==> config.mk <==
export PLATFORM = sky130hd
export DESIGN_NAME = dgpf_ram
export DESIGN_NICKNAME = d
export VERILOG_FILES = /design/src/hw/rtl/dgpf_ram.sv
export SDC_FILE = /design/constraint.sdc
export NUM_CORES = 1
export LEC_CHECK = 0
export ABC_AREA = 0
export BUFFER_PORTS_ARGS = -buffer_cell sky130_fd_sc_hd__buf_2
export CAP_MARGIN = 25
export CORE_ASPECT_RATIO = 0.8
export CORE_UTILIZATION = 35
export DETAILED_ROUTE_END_ITERATION = 10
export GPL_ROUTABILITY_DRIVEN = 0
export PLACE_DENSITY_LB_ADDON = 0.3
export SLEW_MARGIN = 20
export SYNTH_ARGS = -nofsm -noshare
export SYNTH_HDL_FRONTEND = slang
export SYNTH_SLANG_ARGS = --single-unit
==> constraint.sdc <==
create_clock -name clk_i -period 2.9 [get_ports clk_i]
set_input_delay 0.87 -clock clk_i [delete_from_list [all_inputs] [get_ports clk_i]]
set_output_delay 0.87 -clock clk_i [all_outputs]
set_load 0.02 [all_outputs]
==> src/hw/rtl/dgpf_ram.sv <==
// Generic single-clock RAM: one write port, one read port, registered read.
// Read returns the old data when the same entry is written in that cycle.
// No dependencies.
module dgpf_ram #(
  parameter int unsigned WIDTH = 8,
  parameter int unsigned DEPTH = 16
) (
  input  logic                     clk_i,
  input  logic                     we_i,
  input  logic [$clog2(DEPTH)-1:0] waddr_i,
  input  logic [WIDTH-1:0]         wdata_i,
  input  logic                     re_i,
  input  logic [$clog2(DEPTH)-1:0] raddr_i,
  output logic [WIDTH-1:0]         rdata_o
);

  logic [WIDTH-1:0] mem_q [DEPTH];
  logic [WIDTH-1:0] rdata_q;

  always_ff @(posedge clk_i) begin
    if (we_i) begin
      mem_q[waddr_i] <= wdata_i;
    end
    if (re_i) begin
      rdata_q <= mem_q[raddr_i];
    end
  end

  assign rdata_o = rdata_q;

endmodule

==> impl_metrics.yaml <==
status:
  status: "complete, but fails checks"
  violations: "design-rule violations"
timing:
  setup_violations: 0
  fin_worst_skew_ps: 25.4
  timing.hold.ws_ps: 745
  final_hold_viol_count: 0
  timing.final.crit_share: 0.699
  max_slew_margin: 0.529
  tns_ps: 0
  maxSlewViolCount: 0
  fin_ws_ps: 874
  tightest_slew_ps: 705
  fin_crit_ps: 2030
  rsz0062_at_grt: "false"
  fmax_mhz: 494
final_layout:
  drive_gt1_frac: 0.302
  regArea_um2: 4080
  fillers: 1252
  antenna_cells: 0
  final_cell_mix: "136 x edfxtp_1, 26 x buf_2, 18 x mux4_2"
  area_growth_syn_to_layout_pct: 18.4
  finalNonFillerCells: 479
  num-nets-final: 302
  multiInputGateArea_um2: 1060
  layout_commonest_cell: "edfxtp_1"
place:
  dp_hpwl_um: 6560
  io_buffers: 26
  place_inst: 448
  pre_cts_slack_ps: 405
worst_setup_path:
  crit_path_end_kind: "flip-flop"
  startpoint_type: "primary input"
  crit_slowest_cell: "mux4_1"
  crit_chain: "buf_2 -> buf_12 -> mux4_1 -> a22oi_1 -> nand2_1"
  cp_slowest_stage_delay_ps: 650
  required_ps: 3070
  crit_fanout: 32
  cp.arrival_ps: 2190
  cp_num_buf_inv: 2
  critPathKind: "in -> reg"
  critPathTopFamily: "multiplexers"
pwr:
  p_leak_uw: 0.00207
  irDropWorstVdd_uv: 479
  total_power_uw: 4350
  p_per_area_nw_per_um2: 703
drt:
  drc: 3
  drt_wl_total_um: 10400
  vias: 2461
  vias_per_cell: 5.14
  drt_iter0_drc: 311
  wl_per_cell_um: 21.7
  drtAntennaViolNets: 0
  first_pass_iters: 7
cts:
  cts_buffers: 17
  cts_resized: 0
  cts.htree.levels: 4
  clk_pin_slew_ps: 60
  cts_tree: "done"
  cts-hold-fix-buffers: 0
  clk_latency_ps: 420
  cts_buffer_depth: 2
  cts_root_buffer: "clkbuf_16"
  cts.sinks: 136
  postCtsSetupBuffers: 0
yosys:
  ys_ff_latch: 136
  yosysSeqAreaShare: 0.781
  synth.cell_area_um2: 5230
  synthesis.nets: 248
  syn_area_per_cell_um2: 22.8
  yosysUniqueCellTypes: 18
  ys_warn_count: 0
  synth_cells: 229
global_routing:
  antenna_found_initial: 0
  grt_usage: 0.145
  grt_use_met1: 0.212
  grt_max_degree: 33
  grtUsageMet2: 0.204
  grt_pass1_vias: 2483
  grt-ovfl-total: 0
  grt_use_met3: 0.0458
  grt_pass1_wl_um: 15600
  busiest_layer: "met1"
die:
  initial_core_util: 0.362
  die_x_um: 139
  num_io_pins: 27
  core-area_um2: 14400
  num_rows: 39
  die_area_um2: 15400
  die_y_um: 111
worst_hold_path:
  hp-class: "reg -> reg"
job:
  max-cap-violations: 0
[kinds of logic (layout without fill, tap and decap cells)]
| group | count (synthesis) | after routing | synth area share |
|---|---|---|---|
| flip-flops | 136 | 136 | 0.781 |
| AND/OR/NAND/NOR | 35 | 35 | 0.0314 |
| multiplexers | 32 | 32 | 0.148 |
| AO/OA/AOI/OAI | 16 | 16 | 0.0230 |
| buffers and inverters | 10 | 76 | 0.0165 |
[tightest hold or removal path, delay by kind of cell, from the launching register on]
family             cells  cell delay [ps]
AOI/OAI and AO/OA      1               80
DFF                    1              310
muxes                  1              210
and+or+nand+nor        1               50
[metrics by stage]
stage | area, um^2 | utilization
6_report | 6190 | 0.429
5_1_grt | 6190 | 0.429
4_1_cts | 6190 | 0.429
3_5_place_dp | 5670 | 0.392
3_3_place_gp | 5670 | 0.392
2_1_floorplan | 5230 | -
[sequential cells by signal, indices dropped and copies added, names as in the netlist]
name / count
rdata_o: 8
mem_q: 128
[final timing paths]
kind                      from          to  slack, ps  depth (start not counted)
setup / recovery    raddr_i[0]  rdata_o[0]        870                          5
hold / removal    mem_q[11][3]  rdata_o[3]        750                          3
setup reg to reg   mem_q[5][0]  rdata_o[0]       1430                          3
hold reg to reg   mem_q[11][3]  rdata_o[3]        750                          3
[Yosys cell counts]
| cell | count | share of area |
|---|---|---|
| nand2_1 | 9 | 0.0065 |
| buf_4 | 1 | 0.0014 |
| buf_2 | 3 | 0.0029 |
| edfxtp_1 | 136 | 0.78 |
| and2b_1 | 1 | 0.0014 |
| nand2b_1 | 2 | 0.0024 |
| mux4_2 | 18 | 0.078 |
| a22oi_1 | 16 | 0.023 |
| nand3_1 | 1 | 0.00096 |
| buf_6 | 3 | 0.0065 |
| mux4_1 | 14 | 0.070 |
| clkdlybuf4s25_2 | 3 | 0.0057 |
| nor2_1 | 13 | 0.0093 |
| nand3b_1 | 2 | 0.0029 |
| and2_1 | 1 | 0.0012 |
| or3b_2 | 1 | 0.0017 |
| nor2b_1 | 1 | 0.0012 |
| nor3_1 | 4 | 0.0038 |
[per-layer routing]
metal / wire, um / share of wire
met3: 649 / 0.062
met4: 37 / 0.0036
met5: 0 / 0
met1: 4960 / 0.48
met2: 4740 / 0.46
[power breakdown]
| part | internal [uW] | switching (uW) |
|---|---|---|
| Sequential | 2220 | 10.3 |
| Combinational | 86.8 | 131 |
| Clock | 1160 | 751 |
| Total | 3460 | 892 |
[layout make-up]
cell class	instances	area share
clock inverters	11	0.0135
multi-input cells	83	0.171
clock buffers	20	0.0705
repair buffers	45	0.0481
flip-flops and latches	136	0.660
well taps	184	0.0372
Note: power is estimated with default switching activity, not from simulation.
