==> src/hw/rtl/dgpf_pkg.sv <==
// Shared types and constants of the depth-to-gray pixel filter.
// No dependencies; every other file of the block but dgpf_ram imports this package.
package dgpf_pkg;

  // Default number of rows the column store can hold.
  localparam int unsigned DefMaxColumn = 512;

  localparam int unsigned CfgDataW   = 32;
  localparam int unsigned CfgIndexW  = 2;
  localparam int unsigned HeightCfgW = 10;
  localparam int unsigned CoordW     = 16;
  localparam int unsigned GrayW      = 8;
  localparam int unsigned ConfW      = 8;

  localparam logic [HeightCfgW-1:0] HeightReset = HeightCfgW'(132);
  localparam logic [GrayW-1:0]      GrayLimit   = 8'hFF;

  // Register indexes of the configuration channel.
  typedef enum logic [CfgIndexW-1:0] {
    CFG_GAIN_A        = 2'd0,
    CFG_OFFSET_B      = 2'd1,
    CFG_COLUMN_HEIGHT = 2'd2
  } cfg_index_e;

  // One result item; gray sits in the lowest bits so the packed value
  // is the output tdata layout.
  typedef struct packed {
    logic signed [CoordW-1:0] coord_z;
    logic signed [CoordW-1:0] coord_y;
    logic signed [CoordW-1:0] distance;
    logic        [GrayW-1:0]  gray;
  } pix_res_t;

  localparam int unsigned ResW = $bits(pix_res_t);

  // Position flags of a pixel inside the frame.
  typedef struct packed {
    logic first_col;
    logic top_row;
  } pos_flags_t;

endpackage

==> src/hw/rtl/dgpf_row_track.sv <==
// Row and column position tracker of the pixel stream.
// Advances on every accepted item; uses dgpf_pkg.
module dgpf_row_track import dgpf_pkg::*; #(
  parameter int unsigned MAX_COLUMN = DefMaxColumn
) (
  input  logic                          clk_i,
  input  logic                          rst_ni,
  input  logic                          advance_i,
  input  logic                          frame_start_i,
  input  logic [HeightCfgW-1:0]         column_height_i,
  output logic [$clog2(MAX_COLUMN)-1:0] row_o,
  output pos_flags_t                    flags_o
);

  localparam int unsigned RowW = $clog2(MAX_COLUMN);
  localparam int unsigned HW   = (RowW + 1 > HeightCfgW) ? RowW + 1 : HeightCfgW;

  logic [RowW-1:0] row_q, row_d;
  logic            first_q, first_d;
  logic [RowW-1:0] cur_row;
  logic            cur_first;
  logic [HW-1:0]   height, eff_height, next_row;

  assign cur_row   = frame_start_i ? '0 : row_q;
  assign cur_first = frame_start_i ? 1'b1 : first_q;

  // Clamp the programmed height into 1..MAX_COLUMN.
  always_comb begin
    height     = HW'(column_height_i);
    eff_height = height;
    if (height == '0) begin
      eff_height = HW'(1);
    end else if (height > HW'(MAX_COLUMN)) begin
      eff_height = HW'(MAX_COLUMN);
    end
  end

  assign next_row = HW'(cur_row) + HW'(1);

  always_comb begin
    row_d   = row_q;
    first_d = first_q;
    if (advance_i) begin
      if (next_row >= eff_height) begin
        row_d   = '0;
        first_d = 1'b0;
      end else begin
        row_d   = next_row[RowW-1:0];
        first_d = cur_first;
      end
    end
  end

  always_ff @(posedge clk_i or negedge rst_ni) begin
    if (!rst_ni) begin
      row_q   <= '0;
      first_q <= 1'b1;
    end else begin
      row_q   <= row_d;
      first_q <= first_d;
    end
  end

  assign row_o             = cur_row;
  assign flags_o.first_col = cur_first;
  assign flags_o.top_row   = (cur_row == '0);

endmodule

==> config.mk <==
export PLATFORM = sky130hd
export DESIGN_NAME = dgpf_row_track
export DESIGN_NICKNAME = d
export VERILOG_FILES = /design/src/hw/rtl/dgpf_pkg.sv /design/src/hw/rtl/dgpf_row_track.sv
export SDC_FILE = /design/constraint.sdc
export NUM_CORES = 1
export LEC_CHECK = 0
export BUFFER_PORTS_ARGS = -buffer_cell sky130_fd_sc_hd__buf_2
export CAP_MARGIN = 20
export CORE_MARGIN = 4
export CORE_UTILIZATION = 55
export DETAILED_ROUTE_END_ITERATION = 8
export GPL_TIMING_DRIVEN = 0
export PLACE_DENSITY = 0.79
export SKIP_CTS_REPAIR_TIMING = 1
export SYNTH_ARGS = -nofsm -noshare
export SYNTH_HDL_FRONTEND = slang
export SYNTH_SLANG_ARGS = --single-unit
export TNS_END_PERCENT = 1
==> constraint.sdc <==
create_clock -name clk_i -period 3.9 [get_ports clk_i]
set_input_delay 0.39 -clock clk_i [delete_from_list [all_inputs] [get_ports clk_i]]
set_output_delay 0.39 -clock clk_i [all_outputs]
set_load 0.02 [all_outputs]
==> results.cfg <==
[setup_path]
cp.arrival_ps = 2990
path_cells = buf_2 > buf_2 > nand2b_1 > inv_1 > ha_1 > and3_4 > nand3_2 > xnor2_2 > ha_1 > o21ai_0 > o21ai_1 > a31oi_2 > nand2_1 > o2bb2ai_1
crit_fanout = 10
crit_required_ps = 4100
crit_path_end_kind = register
start_kind = input pin
cpPeakStageDelay_ps = 450
crit_type = in -> reg
cpMaxStageDelayCell = a31oi_2

[synth]
yosys_warnings = 0
synthTopCellsByArea = dfrtp_1, ha_1, a32o_1
ys_ff_latch = 10
synth-adder-area-share = 0.165
synth_top_family_by_area = simple AND/OR/NAND/NOR gates
netlist_area_um2 = 912
synthXorXnorAreaFrac = 0.0754
yosys.area_share.simple = 0.284
synth_edf_count = 0
ys_seq_area_frac = 0.276
synthesis.nets = 123
synthMuxAreaShare = 0
yosys-top-cells-count = ha_1, nand2_1, dfrtp_1
synth-compound-area-share = 0.170
async_flop_share = 1.00
synth_cells = 97
synth_area_leader_cell = dfrtp_1
avgSynthCellArea_um2 = 9.40
synth.distinct_cells = 34
ys.flop_type = dfrtp_1
yosysTopAreaCellShare = 0.247

[pwr]
power_uw = 269
vdd.ir_drop.worst_mv = 0.195
p_per_area_mw_per_mm2 = 247
power_leakage_nw = 0.567

[detailed_routing]
drc = 0
ant_nets = 0
wl_per_cell_um = 15.4
firstDrtPassIters = 4
num_vias = 847
viasPerCell = 5.96
initialDrtViolationCount = 16
totalWireLength_um = 2190

[timing]
fin_ws_ps = 1110
relSlewSlack = 0.652
timing.final.hold_violations = 0
period_needed_ps = 2790
fin_crit_sh = 0.716
fin_worst_skew_ps = 4.37
worst_pin_slew_ps = 521
rsz0062_at_grt = no
fmaxAchievable_ghz = 0.358
finalSetupTns_ps = 0
slew_violations = 0
setup_viol = 0

[floorplanning]
die_area_mm2 = 0.00237
io_pins = 25
die_y_um = 48.7
num_rows = 14
die_w_um = 48.7
start_util = 0.592
core_region_area_mm2 = 0.00154

[clocking]
clock-sinks = 10
clk_latency_ps = 270
cts_tree = done
cts_made_buffers = 3
path_clk_slew_ps = 60
htreeDepth = 1
cts_buffer_depth = 2
clock-root-buffer = clkbuf_4

[global_routing]
gr-usage-all-layers = 0.190
grt_pass1_wl_um = 3700
overflow = 0
grt_pass1_vias = 817
antenna_found_initial = 0
grt_max_degree = 11

[finish]
drive_gt1_frac = 0.310
syn2layout_area_growth_pct = 19.3
final_nets = 153
final_util = 0.706
diodes = 0

[placement]
dp_hpwl_um = 1740
pre_cts_ws_ps = 828
port_buffers = 24
gp_congestion = 0.810

[run_status]
status = finished, final reports clean

[run]
maxCapViolCount = 0

[hold_path]
min_path_type = reg -> reg
-- flip-flops by register name, summed over array words and instances, names as in the netlist --
register / cells
first_q: 1
row_q: 9
-- cell usage in the layout (no fill, tap or decap), types with 3 or more instances in the layout --
cell type  count
nor2b_2        3
nand3_1        6
nand2_1       12
nor2_1         5
nand2b_1       3
ha_1          12
nor2b_1        3
buf_2         25
clkbuf_4       3
nor4_1         3
a32o_1         8
xor2_1         4
and4b_1        3
dfrtp_1        9
-- worst max-delay path, delay by kind of cell --
family | cells | cell delay [ps]
compound gates | 4 | 850
simple gates | 4 | 630
fa+ha+maj | 2 | 540
buf+inv | 3 | 430
xor+xnor | 1 | 150
-- through the flow --
| step | hold slack, ps | instance area [um^2] | cells |
|---|---|---|---|
| 2_1_floorplan | 94.4 | 912 | 97 |
| 3_3_place_gp | 265 | 1050 | 137 |
| 3_5_place_dp | 267 | 1050 | 137 |
| 4_1_cts | -32.4 | 1080 | 141 |
| 5_1_grt | 493 | 1090 | 142 |
| 6_report | 468 | 1090 | 142 |
-- layer usage --
metal	track usage	share of wire	vias to the layer above
met5	0	0	-
met1	0.250	0.47	403
met2	0.311	0.48	21
met3	0.0521	0.044	3
li1	-	-	420
met4	0.0404	0.0073	0
-- report_power, final --
group / internal, mW / switching (mW) / total [mW] / leakage, nW
logic: 0.0320 / 0.0424 / 0.0743 / 0.420
clock network: 0.0397 / 0.0385 / 0.0782 / 0.0150
registers: 0.111 / 0.00603 / 0.117 / 0.132
total: 0.182 / 0.0869 / 0.269 / 0.567
-- cells by family after synthesis --
| group | Yosys count |
|---|---|
| buffers and inverters | 6 |
| AND/OR/NAND/NOR | 44 |
| AO/OA/AOI/OAI | 18 |
| XOR/XNOR | 7 |
| flip-flops | 10 |
| adder cells (fa/ha/maj) | 12 |
-- area by class of cell --
cell class                      instances  area [um^2]
Clock buffer                            4         26.3
Sequential cell                        10          251
Timing Repair Buffer                   25          130
Fill cell                             132          453
Tap cell                               16         20.0
Inverter                                4         15.0
Buffer                                  2         12.5
Multi-Input combinational cell         81          633
-- path summary, 6_finish.rpt --
check | from | end | slack [ps] | cells after the start
min in group asynchronous | rst_ni | row_q[7] | 520 | 2
min | first_q | first_q | 470 | 2
min reg2reg | first_q | first_q | 470 | 2
max | frame_start_i | row_q[0] | 1110 | 14
max reg2reg | row_q[0] | row_q[0] | 1230 | 12
max in group asynchronous | rst_ni | first_q | 3120 | 2
(Power assumes the default switching activity.)
