`src/hw/rtl/dgpf_pkg.sv`:
```
// Shared types and constants of the depth-to-gray pixel filter.
// No dependencies; every other file of the block but dgpf_ram imports this package.
package dgpf_pkg;

  // Default number of rows the column store can hold.
  localparam int unsigned DefMaxColumn = 512;

  localparam int unsigned CfgDataW   = 32;
  localparam int unsigned CfgIndexW  = 2;
  localparam int unsigned HeightCfgW = 10;
  localparam int unsigned CoordW     = 16;
  localparam int unsigned GrayW      = 8;
  localparam int unsigned ConfW      = 8;

  localparam logic [HeightCfgW-1:0] HeightReset = HeightCfgW'(132);
  localparam logic [GrayW-1:0]      GrayLimit   = 8'hFF;

  // Register indexes of the configuration channel.
  typedef enum logic [CfgIndexW-1:0] {
    CFG_GAIN_A        = 2'd0,
    CFG_OFFSET_B      = 2'd1,
    CFG_COLUMN_HEIGHT = 2'd2
  } cfg_index_e;

  // One result item; gray sits in the lowest bits so the packed value
  // is the output tdata layout.
  typedef struct packed {
    logic signed [CoordW-1:0] coord_z;
    logic signed [CoordW-1:0] coord_y;
    logic signed [CoordW-1:0] distance;
    logic        [GrayW-1:0]  gray;
  } pix_res_t;

  localparam int unsigned ResW = $bits(pix_res_t);

  // Position flags of a pixel inside the frame.
  typedef struct packed {
    logic first_col;
    logic top_row;
  } pos_flags_t;

endpackage

```
`src/hw/rtl/dgpf_gray_map.sv`:
```
// Distance to gray mapping: gray = gain * distance + offset in Q15.16,
// clamped to 0..255; a saturated pixel is rejected. Uses dgpf_pkg.
module dgpf_gray_map import dgpf_pkg::*; (
  input  logic signed [CfgDataW-1:0] gain_i,
  input  logic signed [CfgDataW-1:0] offset_i,
  input  logic signed [CoordW-1:0]   distance_i,
  input  logic signed [CoordW-1:0]   coord_y_i,
  input  logic signed [CoordW-1:0]   coord_z_i,
  output pix_res_t                   res_o
);

  localparam int unsigned ProdW = CfgDataW + CoordW;
  localparam int unsigned SumW  = ProdW + 1;

  logic signed [ProdW-1:0] prod;
  logic signed [SumW-1:0]  value;
  logic        [GrayW-1:0] gray;
  logic                    saturated;

  assign prod  = gain_i * distance_i;
  assign value = SumW'(prod) + SumW'(offset_i);

  // Integer part is value[SumW-2:16]; anything at or above the limit saturates.
  always_comb begin
    gray      = value[16 +: GrayW];
    saturated = 1'b0;
    if (value[SumW-1]) begin
      gray = '0;
    end else if ((|value[SumW-2:16+GrayW]) || (value[16 +: GrayW] == GrayLimit)) begin
      saturated = 1'b1;
    end
  end

  always_comb begin
    res_o = '0;
    if (!saturated) begin
      res_o.gray     = gray;
      res_o.distance = distance_i;
      res_o.coord_y  = coord_y_i;
      res_o.coord_z  = coord_z_i;
    end
  end

endmodule

```
`config.mk`:
```
export PLATFORM = sky130hd
export DESIGN_NAME = dgpf_gray_map
export DESIGN_NICKNAME = d
export VERILOG_FILES = /design/src/hw/rtl/dgpf_pkg.sv /design/src/hw/rtl/dgpf_gray_map.sv
export SDC_FILE = /design/constraint.sdc
export NUM_CORES = 1
export LEC_CHECK = 0
export BUFFER_PORTS_ARGS = -buffer_cell sky130_fd_sc_hd__buf_2
export CORE_MARGIN = 5
export CORE_UTILIZATION = 35
export DETAILED_ROUTE_END_ITERATION = 10
export MAX_ROUTING_LAYER = met4
export PLACE_DENSITY = 0.55
export SLEW_MARGIN = 10
export SYNTH_ARGS = -nofsm -noshare
export SYNTH_HDL_FRONTEND = slang
export SYNTH_SLANG_ARGS = --single-unit
```
`constraint.sdc`:
```
create_clock -name vclk -period 14.1
set_input_delay 2.82 -clock vclk [all_inputs]
set_output_delay 2.82 -clock vclk [all_outputs]
set_load 0.01 [all_outputs]
```
==> impl_metrics.sql <==
INSERT INTO impl_metrics (metric_group, metric, value, unit) VALUES
('run_status', 'outcome', 'complete, no violations', ''),
('timing', 'final.hold.worst_slack', '5.94', 'ns'),
('yosys', 'netlist_area', '0.0194', 'sq mm'),
('layout', 'areaGrowthSynthToFinish', '8.23', '%'),
('global_routing', 'gr-total-overflow', '0', ''),
('worst_setup_path', 'critPathLaunch', 'distance_i[4]', ''),
('worst_setup_path', 'critical_path_peak_fanout', '38', ''),
('detailed_routing', 'drt_via_density', '5.00', ''),
('worst_setup_path', 'cp_startpoint_kind', 'input port', ''),
('min_path', 'whs_endpoint', 'res_o[45]', ''),
('global_routing', 'first_global_vias', '16899', ''),
('layout', 'final_area', '0.0210', 'sq mm'),
('layout', 'layout.cells.most_common_list', 'sky130_fd_sc_hd__fa_1 (525), sky130_fd_sc_hd__inv_1 (457), sky130_fd_sc_hd__and2_1 (264), sky130_fd_sc_hd__nand2_1 (263), sky130_fd_sc_hd__buf_2 (166)', ''),
('min_path', 'min_path_type', 'in -> out', ''),
('floorplan', 'core_area', '0.0550', 'sq mm'),
('worst_setup_path', 'worst-endpoint-arrival', '10.83', 'ns'),
('global_routing', 'grt_first_pass_wirelength', '95400', 'microns'),
('timing', 'worst_slew_margin_rel', '35.2', '%'),
('worst_setup_path', 'critPathMostFrequentCell', 'sky130_fd_sc_hd__fa_1', ''),
('worst_setup_path', 'worstPathRequired', '11.28', 'ns'),
('detailed_routing', 'drt-initial-drc-count', '887', ''),
('floorplan', 'initial_utilization', '35.3', '%'),
('worst_setup_path', 'crit_path_end_kind', 'output port', ''),
('placement', 'gp_routability_congestion', '0.957', ''),
('placement', 'placement.setup.worst_slack', '0.0323', 'ns'),
('min_path', 'min_delay_path_depth', '3', ''),
('clock_network', 'count_of_hold_fix_buffers_inserted_at_cts', '0', ''),
('timing', 'final_max_slew_viol_count', '0', ''),
('global_routing', 'grt_start_max_net_pins', '39', ''),
('timing', 'final_period_demand_of_the_worst_path', '13.65', 'ns'),
('global_routing', 'number_of_antenna_violations_at_the_first_check_in_global_routing', '0', ''),
('floorplan', 'io_pins', '168', ''),
('floorplan', 'die_x', '245', 'microns'),
('placement', 'port-buffer-count', '168', ''),
('floorplan', 'std_cell_rows', '86', ''),
('layout', 'layout_commonest_cell', 'sky130_fd_sc_hd__fa_1', ''),
('floorplan', 'y_dimension_of_the_die', '245', 'microns'),
('placement', 'dp_area', '0.0210', 'sq mm'),
('yosys', 'yosysWarningCount', '0', ''),
('worst_setup_path', 'critical-path-max-stage-delay', '0.58', 'ns'),
('run', 'timing.max_cap.violations', '0', ''),
('detailed_routing', 'postRouteWirelength', '58300', 'microns'),
('layout', 'seq_area', '0', 'sq um'),
('timing', 'timing.setup.tns', '0', 'ns'),
('layout', 'n_sequential_cell', '0', ''),
('layout', 'antennaDiodeCount', '0', ''),
('layout', 'final_nets', '2993', ''),
('timing', 'final_min_period_over_clock_period', '96.8', '%'),
('timing', 'timing.final.hold_violations', '0', ''),
('layout', 'final_layout_size_suffix_gt1_share', '10.4', '%'),
('layout', 'final.clkbuf_count', '0', ''),
('worst_setup_path', 'timing_worst_setup_path_type', 'in -> out', ''),
('yosys', 'synth_sequential_area_ratio', '0', '%'),
('timing', 'max_slew.worst_pin.slew', '0.964', 'ns'),
('yosys', 'yosysUniqueCellTypes', '57', ''),
('worst_setup_path', 'slowest_stage', 'sky130_fd_sc_hd__fa_1', ''),
('timing', 'post-route-worst-setup-slack', '0.452', 'ns'),
('timing', 'setup-violations-final', '0', ''),
('global_routing', 'gr-usage-all-layers', '20.5', '%'),
('detailed_routing', 'post_route_drc_violation_count', '0', ''),
('yosys', 'synth_cells', '2151', ''),
('detailed_routing', 'postRouteAntennaNets', '0', ''),
('yosys', 'avgSynthCellArea', '9.02', 'sq um'),
('yosys', 'synth_fp_nets', '2900', ''),
('detailed_routing', 'drt-wirelength-per-cell', '19.5', 'microns'),
('min_path', 'worstHoldStart', 'coord_z_i[5]', ''),
('timing', 'setup_repair_after_global_routing_missed_its_margin', 'no', ''),
('detailed_routing', 'drt_first_pass_iters', '5', ''),
('timing', 'maxClockFrequency', '73.3', 'MHz'),
('placement', 'detailed_place_hpwl', '49900', 'microns'),
('detailed_routing', 'vias', '14956', ''),
('floorplan', 'die-area', '0.0602', 'sq mm');
==> synthesized netlist by cell type, types with 7 or more instances <==
cell type / number / area [sq um]
sky130_fd_sc_hd__a21o_1: 14 / 105
sky130_fd_sc_hd__a21oi_1: 61 / 305
sky130_fd_sc_hd__and2_1: 264 / 1650
sky130_fd_sc_hd__buf_2: 8 / 40.0
sky130_fd_sc_hd__clkbuf_1: 94 / 353
sky130_fd_sc_hd__fa_1: 525 / 10500
sky130_fd_sc_hd__ha_1: 112 / 1400
sky130_fd_sc_hd__inv_1: 458 / 1720
sky130_fd_sc_hd__nand2_1: 263 / 987
sky130_fd_sc_hd__nand2b_1: 24 / 150
sky130_fd_sc_hd__nand3_1: 16 / 80.1
sky130_fd_sc_hd__nand4_1: 22 / 138
sky130_fd_sc_hd__nor2_1: 50 / 188
sky130_fd_sc_hd__nor2b_1: 30 / 188
sky130_fd_sc_hd__nor2b_2: 20 / 175
sky130_fd_sc_hd__nor3_1: 14 / 70.1
sky130_fd_sc_hd__nor4_1: 8 / 50.1
sky130_fd_sc_hd__o21a_1: 7 / 52.6
sky130_fd_sc_hd__o21ai_0: 40 / 200
sky130_fd_sc_hd__xnor2_1: 18 / 158
==> timing repair <==
item,in CTS,in global routing
resized for setup,0,6
buffers inserted,0,1
endpoints found under the setup margin,0,56
endpoints found under the hold margin,0,0
==> through the flow <==
| stage | instances | utilization, % |
|---|---|---|
| 4_1_cts | 2989 | 38.1 |
| 5_1_grt | 2990 | 38.2 |
| 3_3_place_gp | 2989 | 38.1 |
| 2_1_floorplan | 2151 | - |
| 6_report | 2990 | 38.2 |
| 3_5_place_dp | 2989 | 38.1 |
==> worst max-delay path: cells and delay by family <==
family | cells | cell delay, ns
buf+inv | 8 | 1.57
compound gates | 2 | 0.35
simple gates | 10 | 2.53
fa+ha+maj | 7 | 3.48
==> final cells by class <==
class | count | area, sq um
fill | 5589 | 34000
multi-input combinational | 1585 | 17200
inverter | 458 | 1720
timing repair buffer | 199 | 1090
tap | 748 | 936
==> cells by family (layout without fill, tap and decap cells) <==
kind of cell               after synthesis  after routing  synth area share [%]
AOI/OAI and AO/OA                      185            185                  6.07
xor gates and xnor gates                24             24                  1.08
adders and majority gates              637            637                  61.4
buffers and inverters                  566            657                  11.2
muxes                                    6              6                 0.316
and+or+nand+nor                        733            733                  19.9
==> worst max-delay path by stage <==
stage                      to  cells past startpoint
finish              res_o[16]                     27
global route        res_o[16]                     27
CTS                 res_o[16]                     26
detailed placement  res_o[16]                     26
global placement    res_o[12]                     26
floorplan           res_o[26]                     26
==> metal layers <==
layer  share of wire, %  vias to the layer above  track usage [%]
li1                   -                     6586                -
met1                 43                     7782             27.3
met2                 49                      489             34.4
met3                6.2                       99             2.51
met4                2.5                        0             3.66
met5                  0                        -                -
Power is left out: the tool's default activity adds up to more than one toggle a clock period on the data nets, which glitch-free logic cannot reach.
